File: config.mk
export PLATFORM = sky130hd
export DESIGN_NAME = spectrum_bar_char_mapper
export DESIGN_NICKNAME = d
export VERILOG_FILES = /design/src/rtl/core/sbcm_pkg.sv /design/src/rtl/core/sbcm_front.sv /design/src/rtl/core/sbcm_sqrt.sv /design/src/rtl/core/sbcm_cells.sv /design/src/rtl/core/spectrum_bar_char_mapper.sv
export SDC_FILE = /design/constraint.sdc
export NUM_CORES = 2
export LEC_CHECK = 0
export BUFFER_PORTS_ARGS = -buffer_cell sky130_fd_sc_hd__buf_2
export CAP_MARGIN = 20
export CORE_ASPECT_RATIO = 0.9
export CORE_UTILIZATION = 45
export CTS_CLUSTER_DIAMETER = 80
export DETAILED_ROUTE_END_ITERATION = 8
export GPL_TIMING_DRIVEN = 0
export PLACE_DENSITY = 0.66
export REMOVE_ABC_BUFFERS = 1
export SYNTH_ARGS = -nofsm -noshare
export SYNTH_HDL_FRONTEND = slang
export SYNTH_SLANG_ARGS = --single-unit
export TNS_END_PERCENT = 50
File: constraint.sdc
create_clock -name clk -period 8.5 [get_ports clk]
set_clock_uncertainty 0.2 [all_clocks]
set_input_delay 0.85 -clock clk [delete_from_list [all_inputs] [get_ports clk]]
set_output_delay 0.85 -clock clk [all_outputs]
set_load 0.01 [all_outputs]
File: src/rtl/core/sbcm_pkg.sv
// ----------------------------------------------------------------------------
// sbcm_pkg
// Widths, codes and shared types of the spectrum bar character mapper.
// ----------------------------------------------------------------------------
package sbcm_pkg;

  localparam int BIN_WIDTH = 16;
  localparam int COL_W     = 4;
  localparam int CODE_W    = 6;
  localparam int SHIFT_W   = 3;
  localparam int LEVEL_W   = 5;

  localparam logic [SHIFT_W-1:0] SHIFT_RST  = 3'd2;
  localparam logic [CODE_W-1:0]  FULL_CODE  = 6'd7;
  localparam logic [CODE_W-1:0]  BLANK_CODE = 6'd32;
  localparam logic [LEVEL_W-1:0] CELL_STEPS = 5'd8;
  localparam logic [LEVEL_W-1:0] LEVEL_MAX  = 5'd16;

  // component sum and its magnitude
  localparam int SUMC_W    = BIN_WIDTH + 1;
  localparam int ABS_W     = BIN_WIDTH + 1;
  localparam int CLAMP_LOG = 20;
  localparam int CMP_W     = (ABS_W > CLAMP_LOG + 1) ? CLAMP_LOG + 1 : ABS_W;
  localparam int EXT_W     = (ABS_W > CLAMP_LOG + 2) ? ABS_W : CLAMP_LOG + 2;
  localparam int SQR_W     = 2 * CMP_W;
  localparam int SUM_W     = SQR_W + 1;

  // root: even bit count, two result bits per pipeline stage
  localparam int ROOT_W    = ((SUM_W + 3) / 4) * 2;
  localparam int RAD_W     = 2 * ROOT_W;
  localparam int REM_W     = ROOT_W + 2;
  localparam int SQ_STAGES = ROOT_W / 2;

  // accept edge to the edge that samples the result strobe
  localparam int PIPE_LAT  = SQ_STAGES + 5;

  typedef struct packed {
    logic              valid;
    logic [COL_W-1:0]  column;
    logic [SUM_W-1:0]  sum;
  } fr_t;

  typedef struct packed {
    logic              valid;
    logic [COL_W-1:0]  column;
    logic [RAD_W-1:0]  rad;
    logic [REM_W-1:0]  rem;
    logic [ROOT_W-1:0] root;
  } sq_t;

endpackage

File: src/rtl/core/sbcm_front.sv
// ----------------------------------------------------------------------------
// sbcm_front
// Bin add, absolute value with clamp, squares and their sum: four stages.
// ----------------------------------------------------------------------------
module sbcm_front (
  input  logic                                 clk,
  input  logic                                 rst_n,
  input  logic                                 in_valid,
  input  logic [sbcm_pkg::COL_W-1:0]           in_column,
  input  logic signed [sbcm_pkg::BIN_WIDTH-1:0] in_first_real,
  input  logic signed [sbcm_pkg::BIN_WIDTH-1:0] in_first_imag,
  input  logic signed [sbcm_pkg::BIN_WIDTH-1:0] in_second_real,
  input  logic signed [sbcm_pkg::BIN_WIDTH-1:0] in_second_imag,
  output sbcm_pkg::fr_t                        fr_out
);

  localparam logic [sbcm_pkg::EXT_W-1:0] CLAMP_EXT =
    sbcm_pkg::EXT_W'(1) << sbcm_pkg::CLAMP_LOG;

  function automatic logic [sbcm_pkg::CMP_W-1:0] clamp_abs(
    input logic signed [sbcm_pkg::SUMC_W-1:0] x
  );
    logic signed [sbcm_pkg::SUMC_W-1:0] neg;
    logic [sbcm_pkg::ABS_W-1:0]         mag;
    neg = -x;
    mag = x[sbcm_pkg::SUMC_W-1] ? sbcm_pkg::ABS_W'(unsigned'(neg))
                                : sbcm_pkg::ABS_W'(unsigned'(x));
    if (sbcm_pkg::EXT_W'(mag) > CLAMP_EXT) begin
      return CLAMP_EXT[sbcm_pkg::CMP_W-1:0];
    end
    return mag[sbcm_pkg::CMP_W-1:0];
  endfunction

  // stage 1: component sums
  logic                                s1_valid_r;
  logic [sbcm_pkg::COL_W-1:0]          s1_column_r;
  logic signed [sbcm_pkg::SUMC_W-1:0]  s1_re_r, s1_im_r;
  // stage 2: clamped magnitudes
  logic                                s2_valid_r;
  logic [sbcm_pkg::COL_W-1:0]          s2_column_r;
  logic [sbcm_pkg::CMP_W-1:0]          s2_ar_r, s2_ai_r;
  // stage 3: squares
  logic                                s3_valid_r;
  logic [sbcm_pkg::COL_W-1:0]          s3_column_r;
  logic [sbcm_pkg::SQR_W-1:0]          s3_sqr_r, s3_sqi_r;
  // stage 4: sum of squares
  sbcm_pkg::fr_t                       s4_r, s4_nxt;

  logic signed [sbcm_pkg::SUMC_W-1:0]  s1_re_nxt, s1_im_nxt;
  logic [sbcm_pkg::CMP_W-1:0]          s2_ar_nxt, s2_ai_nxt;
  logic [sbcm_pkg::SQR_W-1:0]          s3_sqr_nxt, s3_sqi_nxt;

  always_comb begin
    s1_re_nxt  = sbcm_pkg::SUMC_W'(in_first_real) + sbcm_pkg::SUMC_W'(in_second_real);
    s1_im_nxt  = sbcm_pkg::SUMC_W'(in_first_imag) + sbcm_pkg::SUMC_W'(in_second_imag);
    s2_ar_nxt  = clamp_abs(s1_re_r);
    s2_ai_nxt  = clamp_abs(s1_im_r);
    s3_sqr_nxt = sbcm_pkg::SQR_W'(s2_ar_r) * sbcm_pkg::SQR_W'(s2_ar_r);
    s3_sqi_nxt = sbcm_pkg::SQR_W'(s2_ai_r) * sbcm_pkg::SQR_W'(s2_ai_r);
    s4_nxt.valid  = s3_valid_r;
    s4_nxt.column = s3_column_r;
    s4_nxt.sum    = sbcm_pkg::SUM_W'(s3_sqr_r) + sbcm_pkg::SUM_W'(s3_sqi_r);
  end

  always_ff @(posedge clk) begin
    s1_column_r <= in_column;
    s1_re_r     <= s1_re_nxt;
    s1_im_r     <= s1_im_nxt;
    s2_column_r <= s1_column_r;
    s2_ar_r     <= s2_ar_nxt;
    s2_ai_r     <= s2_ai_nxt;
    s3_column_r <= s2_column_r;
    s3_sqr_r    <= s3_sqr_nxt;
    s3_sqi_r    <= s3_sqi_nxt;
    if (!rst_n) begin
      s1_valid_r <= 1'b0;
      s2_valid_r <= 1'b0;
      s3_valid_r <= 1'b0;
      s4_r       <= '0;
    end else begin
      s1_valid_r <= in_valid;
      s2_valid_r <= s1_valid_r;
      s3_valid_r <= s2_valid_r;
      s4_r       <= s4_nxt;
    end
  end

  assign fr_out = s4_r;

endmodule

File: src/rtl/core/sbcm_sqrt.sv
// ----------------------------------------------------------------------------
// sbcm_sqrt
// Pipelined digit-by-digit integer square root, two root bits per stage.
// ----------------------------------------------------------------------------
module sbcm_sqrt (
  input  logic          clk,
  input  logic          rst_n,
  input  sbcm_pkg::fr_t fr_in,
  output sbcm_pkg::sq_t sq_out
);

  // one restoring step: bring down two radicand bits, try (root<<2)|1
  function automatic sbcm_pkg::sq_t sq_step(input sbcm_pkg::sq_t s);
    sbcm_pkg::sq_t                  o;
    logic [sbcm_pkg::REM_W+1:0]     r;
    logic [sbcm_pkg::REM_W+1:0]     t;
    o = s;
    r = {s.rem, s.rad[sbcm_pkg::RAD_W-1 -: 2]};
    t = (sbcm_pkg::REM_W + 2)'({s.root, 2'b01});
    o.rad = s.rad << 2;
    if (r >= t) begin
      o.rem  = sbcm_pkg::REM_W'(r - t);
      o.root = {s.root[sbcm_pkg::ROOT_W-2:0], 1'b1};
    end else begin
      o.rem  = r[sbcm_pkg::REM_W-1:0];
      o.root = {s.root[sbcm_pkg::ROOT_W-2:0], 1'b0};
    end
    return o;
  endfunction

  sbcm_pkg::sq_t st_r   [sbcm_pkg::SQ_STAGES];
  sbcm_pkg::sq_t st_nxt [sbcm_pkg::SQ_STAGES];
  sbcm_pkg::sq_t st_init;

  always_comb begin
    st_init.valid  = fr_in.valid;
    st_init.column = fr_in.column;
    st_init.rad    = sbcm_pkg::RAD_W'(fr_in.sum);
    st_init.rem    = '0;
    st_init.root   = '0;
    st_nxt[0] = sq_step(sq_step(st_init));
    for (int i = 1; i < sbcm_pkg::SQ_STAGES; i++) begin
      st_nxt[i] = sq_step(sq_step(st_r[i-1]));
    end
  end

  always_ff @(posedge clk) begin
    for (int i = 0; i < sbcm_pkg::SQ_STAGES; i++) begin
      if (!rst_n) begin
        st_r[i] <= '0;
      end else begin
        st_r[i] <= st_nxt[i];
      end
    end
  end

  assign sq_out = st_r[sbcm_pkg::SQ_STAGES-1];

endmodule

File: src/rtl/core/sbcm_cells.sv
// ----------------------------------------------------------------------------
// sbcm_cells
// Level scaling and saturation, two-cell character codes, result register.
// ----------------------------------------------------------------------------
module sbcm_cells (
  input  logic                          clk,
  input  logic                          rst_n,
  input  sbcm_pkg::sq_t                 sq_in,
  input  logic [sbcm_pkg::SHIFT_W-1:0]  scale_shift,
  output logic                          out_strobe,
  output logic [sbcm_pkg::COL_W-1:0]    out_column_out,
  output logic [sbcm_pkg::CODE_W-1:0]   out_bottom_code,
  output logic [sbcm_pkg::CODE_W-1:0]   out_top_code
);

  function automatic logic [sbcm_pkg::CODE_W-1:0] cell_code(
    input logic [sbcm_pkg::LEVEL_W-1:0] left
  );
    if (left >= sbcm_pkg::CELL_STEPS) begin
      return sbcm_pkg::FULL_CODE;
    end
    if (left == '0) begin
      return sbcm_pkg::BLANK_CODE;
    end
    return sbcm_pkg::CODE_W'(left - 1'b1);
  endfunction

  logic [sbcm_pkg::ROOT_W-1:0]  shifted;
  logic [sbcm_pkg::LEVEL_W-1:0] level, upper;

  logic                         strobe_r;
  logic [sbcm_pkg::COL_W-1:0]   column_r;
  logic [sbcm_pkg::CODE_W-1:0]  bottom_r, bottom_nxt;
  logic [sbcm_pkg::CODE_W-1:0]  top_r, top_nxt;

  always_comb begin
    shifted = sq_in.root >> scale_shift;
    if (shifted > sbcm_pkg::ROOT_W'(sbcm_pkg::LEVEL_MAX)) begin
      level = sbcm_pkg::LEVEL_MAX;
    end else begin
      level = shifted[sbcm_pkg::LEVEL_W-1:0];
    end
    // bottom cell takes up to one full cell, top gets the rest
    upper      = (level >= sbcm_pkg::CELL_STEPS) ? level - sbcm_pkg::CELL_STEPS : '0;
    bottom_nxt = cell_code(level);
    top_nxt    = cell_code(upper);
  end

  always_ff @(posedge clk) begin
    column_r <= sq_in.column;
    bottom_r <= bottom_nxt;
    top_r    <= top_nxt;
    if (!rst_n) begin
      strobe_r <= 1'b0;
    end else begin
      strobe_r <= sq_in.valid;
    end
  end

  assign out_strobe      = strobe_r;
  assign out_column_out  = column_r;
  assign out_bottom_code = bottom_r;
  assign out_top_code    = top_r;

endmodule

File: src/rtl/core/spectrum_bar_char_mapper.sv
// ----------------------------------------------------------------------------
// spectrum_bar_char_mapper
// Magnitude of two summed FFT bins mapped onto two stacked bar characters.
// ----------------------------------------------------------------------------
//  channel   direction  handshake              payload
//  in_       in         start & !busy          column, two complex bins
//  out_      out        out_strobe (1 cycle)   column_out, bottom_code, top_code
//  cfg_      in         cfg_valid & cfg_ready  cfg_data = scale_shift
//
//  One request per clock while busy is low, sustained. The accept edge is followed by
//  the front stages, the square-root stages and the result register; depth is set by the
//  square-root pipeline, two root bits per stage.
//  Synchronous reset clears valid bits and sets scale_shift to 2; busy is registered,
//  set during reset and cleared once rst_n is high. The result side has no backpressure,
//  so the pipeline never stalls.
// ----------------------------------------------------------------------------
module spectrum_bar_char_mapper (
  input  logic                                  clk,
  input  logic                                  rst_n,
  input  logic                                  start,
  output logic                                  busy,
  input  logic [sbcm_pkg::COL_W-1:0]            in_column,
  input  logic signed [sbcm_pkg::BIN_WIDTH-1:0] in_first_real,
  input  logic signed [sbcm_pkg::BIN_WIDTH-1:0] in_first_imag,
  input  logic signed [sbcm_pkg::BIN_WIDTH-1:0] in_second_real,
  input  logic signed [sbcm_pkg::BIN_WIDTH-1:0] in_second_imag,
  output logic                                  out_strobe,
  output logic [sbcm_pkg::COL_W-1:0]            out_column_out,
  output logic [sbcm_pkg::CODE_W-1:0]           out_bottom_code,
  output logic [sbcm_pkg::CODE_W-1:0]           out_top_code,
  input  logic                                  cfg_valid,
  output logic                                  cfg_ready,
  input  logic [sbcm_pkg::SHIFT_W-1:0]          cfg_data
);

  logic                          busy_r;
  logic [sbcm_pkg::SHIFT_W-1:0]  shift_r;
  sbcm_pkg::fr_t                 fr;
  sbcm_pkg::sq_t                 sq;

  always_ff @(posedge clk) begin
    if (!rst_n) begin
      busy_r  <= 1'b1;
      shift_r <= sbcm_pkg::SHIFT_RST;
    end else begin
      busy_r <= 1'b0;
      if (cfg_valid && cfg_ready) begin
        shift_r <= cfg_data;
      end
    end
  end

  assign busy      = busy_r;
  assign cfg_ready = ~busy_r;

  sbcm_front u_front (
    .clk            (clk),
    .rst_n          (rst_n),
    .in_valid       (start && !busy_r),
    .in_column      (in_column),
    .in_first_real  (in_first_real),
    .in_first_imag  (in_first_imag),
    .in_second_real (in_second_real),
    .in_second_imag (in_second_imag),
    .fr_out         (fr)
  );

  sbcm_sqrt u_sqrt (
    .clk    (clk),
    .rst_n  (rst_n),
    .fr_in  (fr),
    .sq_out (sq)
  );

  sbcm_cells u_cells (
    .clk             (clk),
    .rst_n           (rst_n),
    .sq_in           (sq),
    .scale_shift     (shift_r),
    .out_strobe      (out_strobe),
    .out_column_out  (out_column_out),
    .out_bottom_code (out_bottom_code),
    .out_top_code    (out_top_code)
  );

endmodule

==> results.md <==
* Outcome: complete, no violations
* RSZ-0062 raised after global routing: false
* Synth-to-layout area growth at 8.46%
* CP required at about 9000 ps
* FP Rows at about 110
* GP Congestion at approximately 0.87
* Final WL at 98900 um
* Cell family with most CP delay: adder cells
* Initial drt markers at approximately 1700
* Worst slew margin at 0.342
* Die span in x at between 300 and 400 um
* H-tree depth at 3
* TritonCTS clock tree: built
* Syn Inst Count at about 5400
* CP Capture Type: flop
* Global-route wire length before repair at 169000 um
* Clk sinks at between 600 and 700
* Synth Warn # at 0
* Worst path cell trace: inv_1, nor2_1, fa_1, inv_1, fa_1, fa_1, inv_1, fa_1, fa_1, inv_1, fa_1, inv_1, ha_1, nand4_1, a21oi_1, o21ai_0, a2111oi_1, a31oi_1, a21oi_1, a211oi_1, nor2b_1, o21ai_0, o21ai_0, xor2_1
* Initial antenna violation count at 1
* Startpoint Class: flop
* Layout Cells excl Fill at ~7000
* Worst-path clk slew at 60 ps
* Antenna cell count at 0
* Post-synth EDFFs at 0
* Max Slew Vio Count at 0
* Mean Syn Cell Area at slightly below 9 um^2
* Fin crit period at 7730 ps
* Fin nets at ~6400
* Tcrit/Tclk final at 0.909
* Core Region at ~100000 um^2
* Top-count cell post-synth: inv_1
* Root Driver: clkbuf_16
* Port Buf Inserts at between 90 and 100
* DR DRC count at 0
* Sequential area share after synthesis at 0.266
* # IOs at between 90 and 100
* Top cell by count, worst path: fa_1
* Dominant cells by area after synthesis: dfxtp_1, fa_1, ha_1
* Critical path type: flop to flop
* Buf+Inv Stages, Crit Path at 5
* Initial DRT Pass Iterations at 5
* Vias in the first global route at ~35000
* Die height at a little over 300 um
* Vias/cell at a little over 5
* CP max stage cell: dfxtp_1
* Drt wl/cell at ~14 um
* Largest net degree at the start of global routing at between 100 and 150
* Die area at ~110000 um^2
* Synth area leader: dfxtp_1
* Yosys top cell area share at 0.266
* TritonCTS buffer count at 69
* Placed instance count at ~6700
* Post-DP HPWL at 78000 um
* Final Hold Slack at around 130 ps
* Max Buffers Root-to-Sink at 3
* Max-capacitance violation count at 0
* FF+latch count, synth at between 600 and 700
* GR Overflow Total at 0
* Final Hold Viols at 0
* Cts hold-fix bufs at 0
* Share of cells above drive strength 1 at 0.0534
* DRT antenna net count at 0
* Synth Flop Type: dfxtp_1
* Synth async-reset ratio at 0
* # setup viols final at 0
* Fillers at 9744
* Worst-margin pin slew at slightly below 1000 ps
* Vias at 35500
* Post-synth top cells: inv_1, dfxtp_1, ha_1
* Netlist cell types at roughly 100
* GRT Resource Usage Total at 0.186
* Critical Path AT at about 8100 ps
* Fmax at between 100 and 150 MHz
* Max incr delay on CP at between 700 and 800 ps
* Later-pin clock latency in the skew report at 620 ps
* Max FO, Critical Path at 13
* Initial Utilization at 0.457
* Mapped Area at approximately 48000 um^2
* Hold Crit Class: flop to flop
[kinds of logic (layout without fill, tap and decap cells)]
kind of cell	after synthesis	count (layout)	share of synthesized area
simple gates	1676	1676	0.177
other cells	1	2	0.0000785
flops	634	634	0.266
compound gates	928	928	0.126
buf+inv	913	990	0.0725
mux	53	53	0.0127
fa+ha+maj	858	858	0.286
xor+xnor	329	329	0.0603
[path summary, 6_finish.rpt]
check	start	slack, ps	cells after the start	end
worst max-delay path	u_front.s2_ai_r[11]	770	24	u_front.s3_sqi_r[32]
worst min-delay path	u_front.s2_column_r[0]	130	0	u_front.s3_column_r[0]
worst max register to register	u_front.s2_ai_r[11]	770	24	u_front.s3_sqi_r[32]
worst min register to register	u_front.s2_column_r[0]	130	0	u_front.s3_column_r[0]
[metal layers]
layer / up-vias / global-route usage / wire (um)
li1: 17900 / - / -
met4: 0 / 0.0653 / 3260
met1: 16900 / 0.238 / 45500
met5: - / 0 / 0
met3: 175 / 0.0214 / 3170
met2: 591 / 0.323 / 47000
[sequential cells by signal (all words and copies together), names as in the netlist, 6 cells and up]
| name | count |
|---|---|
| u_cells.out_bottom_code | 6 |
| u_cells.out_top_code | 6 |
| u_front.s3_sqr_r | 33 |
| u_front.s2_ai_r | 17 |
| u_sqrt.st_r | 424 |
| u_front.fr_out | 40 |
| u_front.s2_ar_r | 17 |
| u_front.s3_sqi_r | 33 |
| u_front.s1_re_r | 17 |
| u_front.s1_im_r | 17 |
[area by class of cell]
class	count	area, um^2	share of cell area
well taps	1368	1710	0.0331
clock buffers	92	1950	0.0376
clock inverters	31	337	0.00650
repair buffers	98	574	0.0111
flip-flops and latches	634	12700	0.245
inverters	769	2890	0.0559
multi-input cells	3846	31600	0.611
[metrics by stage]
stage,util,instance area [um^2],worst slack [ps],setup TNS (ps)
2_1_floorplan,-,47200,1980,0
3_3_place_gp,0.473,49400,-3640,-713620
3_5_place_dp,0.474,49500,541,0
4_1_cts,0.496,51800,482,0
5_1_grt,0.496,51800,131,0
6_report,0.496,51800,773,0
[cell usage in the layout, fill, tap and decap left out, types with 92 or more instances in the layout]
master and instances:
nor3_1 100, xnor2_1 219, dfxtp_1 633, inv_1 766
xor2_1 110, fa_1 386, ha_1 472, buf_2 92
and2_1 335, nand2_1 386, o21ai_0 189, nor2_1 431
a21oi_1 263, a21o_1 105
[repair_timing]
item	CTS	global route
setup buffers	0	0
endpoints found under the setup margin	0	1
gates resized for setup	0	2
Power is left out: the tool's default activity adds up to more than one toggle a clock period on the data nets, which glitch-free logic cannot reach.
